==> config.mk <==
export PLATFORM = sky130hd
export DESIGN_NAME = sha256_stream_hasher
export DESIGN_NICKNAME = d
export VERILOG_FILES = /design/src/sha_pkg.sv /design/src/sha256_stream_hasher.sv /design/src/sha_front.sv /design/src/sha_queue.sv /design/src/sha_core.sv
export SDC_FILE = /design/constraint.sdc
export NUM_CORES = 2
export LEC_CHECK = 0
export BUFFER_PORTS_ARGS = -buffer_cell sky130_fd_sc_hd__buf_2
export CORE_MARGIN = 2
export CORE_UTILIZATION = 30
export DETAILED_ROUTE_END_ITERATION = 12
export GPL_TIMING_DRIVEN = 0
export SYNTH_ARGS = -nofsm -noshare
export SYNTH_HDL_FRONTEND = slang
export SYNTH_SLANG_ARGS = --single-unit
==> constraint.sdc <==
create_clock -name clk -period 143.3 [get_ports clk]
set_clock_uncertainty 0.2 [all_clocks]
set_input_delay 35.825 -clock clk [delete_from_list [all_inputs] [get_ports clk]]
set_output_delay 35.825 -clock clk [all_outputs]
set_load 0.1 [all_outputs]
==> src/sha_pkg.sv <==
// ----------------------------------------------------------------------------
// SHA-256 stream hasher package
// Shared types, round constants and round functions.
// ----------------------------------------------------------------------------
`default_nettype none

package sha_pkg;

    localparam int unsigned QUEUE_DEPTH = 2;

    typedef enum logic [2:0]
    {
        ST_IDLE,
        ST_PAD,
        ST_ROUND,
        ST_UPDATE,
        ST_OUT
    } core_state_t;

    typedef struct packed
    {
        logic [31:0] word;
        logic [5:0]  bits;
        logic        last;
        logic        pad_word;
    } queue_entry_t;

    function automatic logic [31:0] rotr(input logic [31:0] x, input int unsigned n);
        rotr = (x >> n) | (x << (32 - n));
    endfunction

    function automatic logic [31:0] big_sigma0(input logic [31:0] x);
        big_sigma0 = rotr(x, 2) ^ rotr(x, 13) ^ rotr(x, 22);
    endfunction

    function automatic logic [31:0] big_sigma1(input logic [31:0] x);
        big_sigma1 = rotr(x, 6) ^ rotr(x, 11) ^ rotr(x, 25);
    endfunction

    function automatic logic [31:0] small_sigma0(input logic [31:0] x);
        small_sigma0 = rotr(x, 7) ^ rotr(x, 18) ^ (x >> 3);
    endfunction

    function automatic logic [31:0] small_sigma1(input logic [31:0] x);
        small_sigma1 = rotr(x, 17) ^ rotr(x, 19) ^ (x >> 10);
    endfunction

    function automatic logic [31:0] init_hash(input logic [2:0] idx);
        case (idx)
            3'd0:    init_hash = 32'h6a09e667;
            3'd1:    init_hash = 32'hbb67ae85;
            3'd2:    init_hash = 32'h3c6ef372;
            3'd3:    init_hash = 32'ha54ff53a;
            3'd4:    init_hash = 32'h510e527f;
            3'd5:    init_hash = 32'h9b05688c;
            3'd6:    init_hash = 32'h1f83d9ab;
            default: init_hash = 32'h5be0cd19;
        endcase
    endfunction

    function automatic logic [31:0] round_const(input logic [5:0] idx);
        case (idx)
            6'd0:    round_const = 32'h428a2f98;
            6'd1:    round_const = 32'h71374491;
            6'd2:    round_const = 32'hb5c0fbcf;
            6'd3:    round_const = 32'he9b5dba5;
            6'd4:    round_const = 32'h3956c25b;
            6'd5:    round_const = 32'h59f111f1;
            6'd6:    round_const = 32'h923f82a4;
            6'd7:    round_const = 32'hab1c5ed5;
            6'd8:    round_const = 32'hd807aa98;
            6'd9:    round_const = 32'h12835b01;
            6'd10:   round_const = 32'h243185be;
            6'd11:   round_const = 32'h550c7dc3;
            6'd12:   round_const = 32'h72be5d74;
            6'd13:   round_const = 32'h80deb1fe;
            6'd14:   round_const = 32'h9bdc06a7;
            6'd15:   round_const = 32'hc19bf174;
            6'd16:   round_const = 32'he49b69c1;
            6'd17:   round_const = 32'hefbe4786;
            6'd18:   round_const = 32'h0fc19dc6;
            6'd19:   round_const = 32'h240ca1cc;
            6'd20:   round_const = 32'h2de92c6f;
            6'd21:   round_const = 32'h4a7484aa;
            6'd22:   round_const = 32'h5cb0a9dc;
            6'd23:   round_const = 32'h76f988da;
            6'd24:   round_const = 32'h983e5152;
            6'd25:   round_const = 32'ha831c66d;
            6'd26:   round_const = 32'hb00327c8;
            6'd27:   round_const = 32'hbf597fc7;
            6'd28:   round_const = 32'hc6e00bf3;
            6'd29:   round_const = 32'hd5a79147;
            6'd30:   round_const = 32'h06ca6351;
            6'd31:   round_const = 32'h14292967;
            6'd32:   round_const = 32'h27b70a85;
            6'd33:   round_const = 32'h2e1b2138;
            6'd34:   round_const = 32'h4d2c6dfc;
            6'd35:   round_const = 32'h53380d13;
            6'd36:   round_const = 32'h650a7354;
            6'd37:   round_const = 32'h766a0abb;
            6'd38:   round_const = 32'h81c2c92e;
            6'd39:   round_const = 32'h92722c85;
            6'd40:   round_const = 32'ha2bfe8a1;
            6'd41:   round_const = 32'ha81a664b;
            6'd42:   round_const = 32'hc24b8b70;
            6'd43:   round_const = 32'hc76c51a3;
            6'd44:   round_const = 32'hd192e819;
            6'd45:   round_const = 32'hd6990624;
            6'd46:   round_const = 32'hf40e3585;
            6'd47:   round_const = 32'h106aa070;
            6'd48:   round_const = 32'h19a4c116;
            6'd49:   round_const = 32'h1e376c08;
            6'd50:   round_const = 32'h2748774c;
            6'd51:   round_const = 32'h34b0bcb5;
            6'd52:   round_const = 32'h391c0cb3;
            6'd53:   round_const = 32'h4ed8aa4a;
            6'd54:   round_const = 32'h5b9cca4f;
            6'd55:   round_const = 32'h682e6ff3;
            6'd56:   round_const = 32'h748f82ee;
            6'd57:   round_const = 32'h78a5636f;
            6'd58:   round_const = 32'h84c87814;
            6'd59:   round_const = 32'h8cc70208;
            6'd60:   round_const = 32'h90befffa;
            6'd61:   round_const = 32'ha4506ceb;
            6'd62:   round_const = 32'hbef9a3f7;
            default: round_const = 32'hc67178f2;
        endcase
    endfunction

endpackage

`default_nettype wire

==> src/sha256_stream_hasher.sv <==
// ----------------------------------------------------------------------------
// SHA-256 stream hasher
// A message arrives as big-endian 32-bit words on the msg channel. The last
// beat carries 0 to 4 valid leading bytes. The eight digest words leave on
// the dig channel, index 0 first, with final_word set on the eighth beat.
// Each message beat is shifted into the block buffer as it leaves the queue.
// A full 64-byte block then runs 64 rounds on the single round unit and
// an update step that folds the result into the hash state. After the last
// beat, the padding words are spread over one or two blocks, and the digest
// leaves one word per cycle while dig_stall is low. A short queue decouples
// msg_stall from the core, so beats are taken while a block is being hashed
// until the queue fills. Reset loads the initial hash values, empties the
// queue and drops dig_valid. While dig_stall is high the current digest
// word holds and the core waits; the queue then fills and msg_stall rises.
// ----------------------------------------------------------------------------
`default_nettype none

module sha256_stream_hasher
#(
    parameter int unsigned QUEUE_DEPTH = sha_pkg::QUEUE_DEPTH
)
(
    input  wire logic        clk,
    input  wire logic        rst_n,
    input  wire logic        msg_valid,
    output logic             msg_stall,
    input  wire logic [31:0] data_word,
    input  wire logic [2:0]  byte_count,
    input  wire logic        last,
    output logic             dig_valid,
    input  wire logic        dig_stall,
    output logic [31:0]      digest_word,
    output logic [2:0]       word_index,
    output logic             final_word
);

    sha_pkg::queue_entry_t front_entry;
    sha_pkg::queue_entry_t q_entry;
    logic                  q_full;
    logic                  q_valid;
    logic                  q_pop;
    logic                  push;

    assign msg_stall = q_full;
    assign push      = msg_valid && !q_full;

    sha_front u_front
    (
        .data_word  (data_word),
        .byte_count (byte_count),
        .last       (last),
        .entry      (front_entry)
    );

    sha_queue
    #(
        .DEPTH (QUEUE_DEPTH)
    )
    u_queue
    (
        .clk        (clk),
        .rst_n      (rst_n),
        .push       (push),
        .push_entry (front_entry),
        .full       (q_full),
        .pop        (q_pop),
        .pop_valid  (q_valid),
        .pop_entry  (q_entry)
    );

    sha_core u_core
    (
        .clk         (clk),
        .rst_n       (rst_n),
        .q_valid     (q_valid),
        .q_entry     (q_entry),
        .q_pop       (q_pop),
        .dig_valid   (dig_valid),
        .dig_stall   (dig_stall),
        .digest_word (digest_word),
        .word_index  (word_index),
        .final_word  (final_word)
    );

`ifndef NO_ASSERTIONS
    a_final_index: assert property (@(posedge clk) disable iff (!rst_n)
        dig_valid |-> (final_word == (word_index == 3'd7)))
        else $error("final_word does not match the last digest index");

    a_digest_burst: assert property (@(posedge clk) disable iff (!rst_n)
        (dig_valid && !dig_stall && !final_word)
        |=> (dig_valid && (word_index == $past(word_index) + 3'd1)))
        else $error("digest words are not delivered back to back in order");

    a_digest_start: assert property (@(posedge clk) disable iff (!rst_n)
        $rose(dig_valid) |-> (word_index == 3'd0))
        else $error("digest does not start at word zero");
`endif

endmodule

`default_nettype wire

==> src/sha_front.sv <==
// ----------------------------------------------------------------------------
// SHA-256 input classifier
// Turns one input beat into a queue entry: masked and padded word, bit count.
// ----------------------------------------------------------------------------
`default_nettype none

module sha_front
(
    input  wire logic [31:0]          data_word,
    input  wire logic [2:0]           byte_count,
    input  wire logic                 last,
    output sha_pkg::queue_entry_t     entry
);

    logic [2:0] count_sat;

    always_comb
    begin
        if (byte_count inside {[3'd4:3'd7]})
        begin
            count_sat = 3'd4;
        end
        else
        begin
            count_sat = byte_count;
        end
    end

    always_comb
    begin
        entry.last     = last;
        entry.pad_word = last && (count_sat == 3'd4);
        if (last)
        begin
            entry.bits = {count_sat, 3'b000};
            case (count_sat)
                3'd0:    entry.word = 32'h8000_0000;
                3'd1:    entry.word = {data_word[31:24], 24'h80_0000};
                3'd2:    entry.word = {data_word[31:16], 16'h8000};
                3'd3:    entry.word = {data_word[31:8], 8'h80};
                default: entry.word = data_word;
            endcase
        end
        else
        begin
            entry.bits = 6'd32;
            entry.word = data_word;
        end
    end

endmodule

`default_nettype wire

==> src/sha_queue.sv <==
// ----------------------------------------------------------------------------
// SHA-256 entry queue
// Small FIFO between the input classifier and the hashing core.
// ----------------------------------------------------------------------------
`default_nettype none

module sha_queue
#(
    parameter int unsigned DEPTH = sha_pkg::QUEUE_DEPTH
)
(
    input  wire logic                  clk,
    input  wire logic                  rst_n,
    input  wire logic                  push,
    input  wire sha_pkg::queue_entry_t push_entry,
    output logic                       full,
    input  wire logic                  pop,
    output logic                       pop_valid,
    output sha_pkg::queue_entry_t      pop_entry
);

    localparam int unsigned AW = (DEPTH > 1) ? $clog2(DEPTH) : 1;
    localparam int unsigned CW = $clog2(DEPTH + 1);

    sha_pkg::queue_entry_t entries_reg [DEPTH];
    logic [AW-1:0]         wr_ptr_reg;
    logic [AW-1:0]         wr_ptr_next;
    logic [AW-1:0]         rd_ptr_reg;
    logic [AW-1:0]         rd_ptr_next;
    logic [CW-1:0]         count_reg;
    logic [CW-1:0]         count_next;

    assign full      = (count_reg == CW'(DEPTH));
    assign pop_valid = (count_reg != '0);
    assign pop_entry = entries_reg[rd_ptr_reg];

    always_comb
    begin
        wr_ptr_next = wr_ptr_reg;
        rd_ptr_next = rd_ptr_reg;
        count_next  = count_reg;
        if (push)
        begin
            wr_ptr_next = (wr_ptr_reg == AW'(DEPTH - 1)) ? '0 : wr_ptr_reg + 1'b1;
        end
        if (pop)
        begin
            rd_ptr_next = (rd_ptr_reg == AW'(DEPTH - 1)) ? '0 : rd_ptr_reg + 1'b1;
        end
        if (push && !pop)
        begin
            count_next = count_reg + 1'b1;
        end
        else if (pop && !push)
        begin
            count_next = count_reg - 1'b1;
        end
    end

    always_ff @(posedge clk or negedge rst_n)
    begin
        if (!rst_n)
        begin
            wr_ptr_reg <= '0;
            rd_ptr_reg <= '0;
            count_reg  <= '0;
        end
        else
        begin
            wr_ptr_reg <= wr_ptr_next;
            rd_ptr_reg <= rd_ptr_next;
            count_reg  <= count_next;
        end
    end

    always_ff @(posedge clk)
    begin
        if (push)
        begin
            entries_reg[wr_ptr_reg] <= push_entry;
        end
    end

endmodule

`default_nettype wire

==> src/sha_core.sv <==
// ----------------------------------------------------------------------------
// SHA-256 hashing core
// Loads words into the schedule window, pads, runs rounds and emits digests.
// ----------------------------------------------------------------------------
`default_nettype none

module sha_core
(
    input  wire logic                  clk,
    input  wire logic                  rst_n,
    input  wire logic                  q_valid,
    input  wire sha_pkg::queue_entry_t q_entry,
    output logic                       q_pop,
    output logic                       dig_valid,
    input  wire logic                  dig_stall,
    output logic [31:0]                digest_word,
    output logic [2:0]                 word_index,
    output logic                       final_word
);

    sha_pkg::core_state_t state_reg;
    sha_pkg::core_state_t state_next;

    logic [15:0][31:0] window_reg;
    logic [7:0][31:0]  vars_reg;
    logic [7:0][31:0]  vars_next;
    logic [7:0][31:0]  hash_reg;
    logic [4:0]        fill_reg;
    logic [5:0]        round_reg;
    logic [63:0]       bitlen_reg;
    logic              pad_active_reg;
    logic              pend80_reg;
    logic              len_hi_done_reg;
    logic              final_blk_reg;
    logic [2:0]        out_idx_reg;
    logic              out_valid_reg;
    logic [31:0]       out_word_reg;
    logic [2:0]        out_index_reg;
    logic              out_final_reg;

    logic              shift_en;
    logic [31:0]       shift_word;
    logic              block_full;
    logic              load_out;
    logic [31:0]       sched_word;
    logic [31:0]       t1;
    logic [31:0]       t2;

    assign dig_valid   = out_valid_reg;
    assign digest_word = out_word_reg;
    assign word_index  = out_index_reg;
    assign final_word  = out_final_reg;

    assign sched_word = sha_pkg::small_sigma1(window_reg[14]) + window_reg[9]
                      + sha_pkg::small_sigma0(window_reg[1]) + window_reg[0];

    assign t1 = vars_reg[7] + sha_pkg::big_sigma1(vars_reg[4])
              + ((vars_reg[4] & vars_reg[5]) ^ (~vars_reg[4] & vars_reg[6]))
              + sha_pkg::round_const(round_reg) + window_reg[0];
    assign t2 = sha_pkg::big_sigma0(vars_reg[0])
              + ((vars_reg[0] & vars_reg[1]) ^ (vars_reg[0] & vars_reg[2])
                 ^ (vars_reg[1] & vars_reg[2]));

    always_comb
    begin
        vars_next[7] = vars_reg[6];
        vars_next[6] = vars_reg[5];
        vars_next[5] = vars_reg[4];
        vars_next[4] = vars_reg[3] + t1;
        vars_next[3] = vars_reg[2];
        vars_next[2] = vars_reg[1];
        vars_next[1] = vars_reg[0];
        vars_next[0] = t1 + t2;
    end

    assign block_full = (fill_reg == 5'd15);

    always_comb
    begin
        state_next = state_reg;
        case (state_reg)
            sha_pkg::ST_IDLE:
            begin
                if (q_valid)
                begin
                    if (block_full)
                    begin
                        state_next = sha_pkg::ST_ROUND;
                    end
                    else if (q_entry.last)
                    begin
                        state_next = sha_pkg::ST_PAD;
                    end
                end
            end
            sha_pkg::ST_PAD:
            begin
                if (block_full)
                begin
                    state_next = sha_pkg::ST_ROUND;
                end
            end
            sha_pkg::ST_ROUND:
            begin
                if (round_reg == 6'd63)
                begin
                    state_next = sha_pkg::ST_UPDATE;
                end
            end
            sha_pkg::ST_UPDATE:
            begin
                if (final_blk_reg)
                begin
                    state_next = sha_pkg::ST_OUT;
                end
                else if (pad_active_reg)
                begin
                    state_next = sha_pkg::ST_PAD;
                end
                else
                begin
                    state_next = sha_pkg::ST_IDLE;
                end
            end
            sha_pkg::ST_OUT:
            begin
                if (load_out && (out_idx_reg == 3'd7))
                begin
                    state_next = sha_pkg::ST_IDLE;
                end
            end
            default:
            begin
                state_next = sha_pkg::ST_IDLE;
            end
        endcase
    end

    always_comb
    begin
        q_pop      = 1'b0;
        shift_en   = 1'b0;
        shift_word = 32'h0;
        load_out   = 1'b0;
        case (state_reg)
            sha_pkg::ST_IDLE:
            begin
                q_pop      = q_valid;
                shift_en   = q_valid;
                shift_word = q_entry.word;
            end
            sha_pkg::ST_PAD:
            begin
                shift_en = 1'b1;
                if (pend80_reg)
                begin
                    shift_word = 32'h8000_0000;
                end
                else if (fill_reg == 5'd14)
                begin
                    shift_word = bitlen_reg[63:32];
                end
                else if (block_full && len_hi_done_reg)
                begin
                    shift_word = bitlen_reg[31:0];
                end
            end
            sha_pkg::ST_ROUND:
            begin
                shift_en   = 1'b1;
                shift_word = sched_word;
            end
            sha_pkg::ST_OUT:
            begin
                load_out = !out_valid_reg || !dig_stall;
            end
            default:
            begin
                q_pop = 1'b0;
            end
        endcase
    end

    always_ff @(posedge clk or negedge rst_n)
    begin
        if (!rst_n)
        begin
            state_reg       <= sha_pkg::ST_IDLE;
            fill_reg        <= '0;
            round_reg       <= '0;
            bitlen_reg      <= '0;
            pad_active_reg  <= 1'b0;
            pend80_reg      <= 1'b0;
            len_hi_done_reg <= 1'b0;
            final_blk_reg   <= 1'b0;
            out_idx_reg     <= '0;
            out_valid_reg   <= 1'b0;
            for (int i = 0; i < 8; i++)
            begin
                hash_reg[i] <= sha_pkg::init_hash(3'(i));
            end
        end
        else
        begin
            state_reg <= state_next;
            if (shift_en && (state_reg != sha_pkg::ST_ROUND))
            begin
                fill_reg <= block_full ? 5'd0 : fill_reg + 5'd1;
            end
            if (state_reg == sha_pkg::ST_ROUND)
            begin
                round_reg <= round_reg + 6'd1;
            end
            if (q_pop)
            begin
                bitlen_reg      <= bitlen_reg + 64'(q_entry.bits);
                pad_active_reg  <= q_entry.last;
                pend80_reg      <= q_entry.pad_word;
                len_hi_done_reg <= 1'b0;
                final_blk_reg   <= 1'b0;
            end
            if (state_reg == sha_pkg::ST_PAD)
            begin
                pend80_reg <= 1'b0;
                if (!pend80_reg && (fill_reg == 5'd14))
                begin
                    len_hi_done_reg <= 1'b1;
                end
                if (!pend80_reg && block_full && len_hi_done_reg)
                begin
                    final_blk_reg <= 1'b1;
                end
            end
            if (state_reg == sha_pkg::ST_UPDATE)
            begin
                for (int i = 0; i < 8; i++)
                begin
                    hash_reg[i] <= hash_reg[i] + vars_reg[i];
                end
            end
            if (load_out)
            begin
                out_idx_reg <= out_idx_reg + 3'd1;
                if (out_idx_reg == 3'd7)
                begin
                    bitlen_reg     <= '0;
                    pad_active_reg <= 1'b0;
                    final_blk_reg  <= 1'b0;
                    for (int i = 0; i < 8; i++)
                    begin
                        hash_reg[i] <= sha_pkg::init_hash(3'(i));
                    end
                end
            end
            if (load_out)
            begin
                out_valid_reg <= 1'b1;
            end
            else if (!dig_stall)
            begin
                out_valid_reg <= 1'b0;
            end
        end
    end

    always_ff @(posedge clk)
    begin
        if (shift_en)
        begin
            for (int i = 0; i < 15; i++)
            begin
                window_reg[i] <= window_reg[i+1];
            end
            window_reg[15] <= shift_word;
        end
        if (shift_en && block_full && (state_reg != sha_pkg::ST_ROUND))
        begin
            vars_reg <= hash_reg;
        end
        else if (state_reg == sha_pkg::ST_ROUND)
        begin
            vars_reg <= vars_next;
        end
        if (load_out)
        begin
            out_word_reg  <= hash_reg[out_idx_reg];
            out_index_reg <= out_idx_reg;
            out_final_reg <= (out_idx_reg == 3'd7);
        end
    end

endmodule

`default_nettype wire

==> flow_summary.yaml <==
sta:
  finalHoldViolations: 0
  tightest_slew_ns: 1.569
  tns_ns: 0
  finalSetupViolations: 0
  slew_viol_final: 22
  rsz0062_at_grt: "no"
  fin_crit_sh: 0.2742
  hold-worst-slack_ns: 0.1877
  period_needed_ns: 39.30
  slew-limit-headroom: -0.04613
  max_freq_ghz: 0.02545
drt:
  wl_per_cell_microns: 28.03
  vias: 58620
  drtIter0Drc: 7417
  drt_first_pass_iters: 9
  ant_nets: 0
  vias_per_cell: 5.564
  route.detailed.drc: 0
  routed_wl_microns: 295300
logic_synthesis:
  ys_seq_area_frac: 0.4730
  syn_nets: 7571
  ys_types: 100
  synth_xor_area_frac: 0.07292
  synth_fa_ha_area_frac: 0.1232
  synth_mux_area_frac: 0.03792
  async_flop_share: 0.2809
  yosysWarnings: 0
  synth_edf_count: 878
  ys_dominant_reg_cell: "edfxtp_1"
  avgSynthCellArea_sq_um: 10.70
  netlist_area_sq_um: 74240
  synthCells: 6936
  synth_compound_area_frac: 0.1398
  yosys_register_bits: 1221
  yosys.area_share.simple: 0.1234
  synth_top_family_by_area: "compound AO/OA/AOI/OAI gates"
floorplanning:
  initial_core_util: 0.3019
  die_w_microns: 501.5
  ioPinCount: 78
  dieArea_sq_um: 251500
  die_y_microns: 501.5
  rows: 182
  coreArea_sq_um: 245900
global_routing:
  grt_pass1_vias: 55370
  grt-ovfl-total: 0
  grt_first_pass_wirelength_microns: 413800
  grt_usage: 0.2297
  antenna_found_initial: 14
  grt_start_max_net_pins: 94
layout:
  layout-drive-gt1-share: 0.09549
  largest_reg_flops: 512
  final_cells: 10540
  fin_util: 0.3421
  area_growth_pct: 13.33
  nets: 7839
  final_common_cell: "nand2_1"
  final_cell_mix: "nand2_1 (1129), edfxtp_1 (878), a21oi_1 (504)"
worst_setup_path:
  crit_required_ns: 143.70
  startpoint_type: "input port"
  worstSetupPathType: "in -> reg"
  end_kind: "flop"
  ff2ff_path_depth: 36
  worstPathMaxFanout: 29
  arrival_ns: 39.70
clocking:
  htree_num_levels: 4
  clk_latency_ns: 0.81
  post-cts-setup-buffers: 0
  cts_hold_buf: 0
  cts_buffer_depth: 3
  cts-resized-gates: 0
  cts_tree: "done"
  cts_buffers: 131
  cts_sinks: 1221
  clk_pin_slew_ns: 0.06
  cts-root-buf: "clkbuf_16"
place:
  hpwlAfterDp_microns: 227500
  dp.cells: 10290
  portBuffers: 77
  routabilityCongestion: 0.9899
run_status:
  failed_checks: "max-capacitance violations, max-slew violations"
  outcome: "complete, but fails checks"
min_path:
  hp-class: "reg -> reg"
  holdPathStages: 0
run:
  drv_cap: 2
==> cells in the mapped netlist (all sizes together), types with 65 or more instances <==
cell type | n | area, sq um
clkbuf | 296 | 1111
mux2 | 68 | 765.7
a21o | 181 | 1359
inv | 260 | 978.4
o21a | 67 | 503.0
nand2 | 1131 | 4248
a211oi | 79 | 593.1
xnor2 | 394 | 3451
nor3 | 98 | 506.7
ha | 399 | 4992
edfxtp | 878 | 26370
o21ai | 375 | 1877
mux4 | 67 | 1509
a21oi | 505 | 2527
nor2 | 355 | 1340
dfrtp | 207 | 5180
nor2b | 65 | 406.6
xor2 | 219 | 1918
o211ai | 108 | 810.8
fa | 196 | 3924
dfstp | 136 | 3573
nand3 | 113 | 565.5
==> routing by layer <==
metal	routed length (microns)	GRT usage	part of all wire
met2	126100	0.3423	0.43
met5	0	0	0
met4	14910	0.09927	0.050
met1	127000	0.3236	0.43
met3	27300	0.04363	0.092
==> path summary, 6_finish.rpt <==
check	from	end	slack (ns)
setup / recovery	dig_stall	u_core.hash_reg[143]	104.00
hold / removal	u_core.window_reg[495]	u_core.window_reg[463]	0.19
setup reg to reg	u_core.round_reg[2]	u_core.vars_next[62]	130.86
hold reg to reg	u_core.window_reg[495]	u_core.window_reg[463]	0.19
max in group asynchronous	rst_n	u_core.hash_reg[121]	106.04
min in group asynchronous	rst_n	u_core.bitlen_reg[10]	34.81
==> kinds of logic (layout without fill, tap and decap cells) <==
group,count (synthesis),after routing
and+or+nand+nor,2069,2069
AOI/OAI and AO/OA,1641,1641
DFF,1221,1221
adders and majority gates,618,618
xor gates and xnor gates,615,615
buffers and inverters,583,957
muxes,189,189
other,0,6
==> final cells by class <==
class | count | area [sq um]
timing repair buffer | 135 | 1227
fill | 24660 | 161800
multi-input combinational | 5132 | 36960
antenna | 6 | 15.01
sequential | 1221 | 35120
buffer | 322 | 1255
clock buffer | 160 | 3510
clock inverter | 79 | 1040
tap | 3220 | 4029
inverter | 261 | 982.2
==> stage by stage <==
step | setup slack, ns | area, sq um
after floorplan | 95.63 | 74240
after global placement | 77.39 | 78660
after detailed placement | 103.26 | 79570
after CTS | 104.08 | 84120
after global routing | 103.90 | 84130
final | 104.00 | 84140
==> worst max-delay path, stage by stage <==
cell and delay, ns:
buf_2 0.12, a21oi_4 0.44, buf_12 0.29, and2_1 0.18, clkbuf_1 0.67, clkbuf_1 0.86, clkbuf_1 1.10, nor2_1 0.13
Power is left out: the tool's default activity adds up to more than one toggle a clock period on the data nets, which glitch-free logic cannot reach.
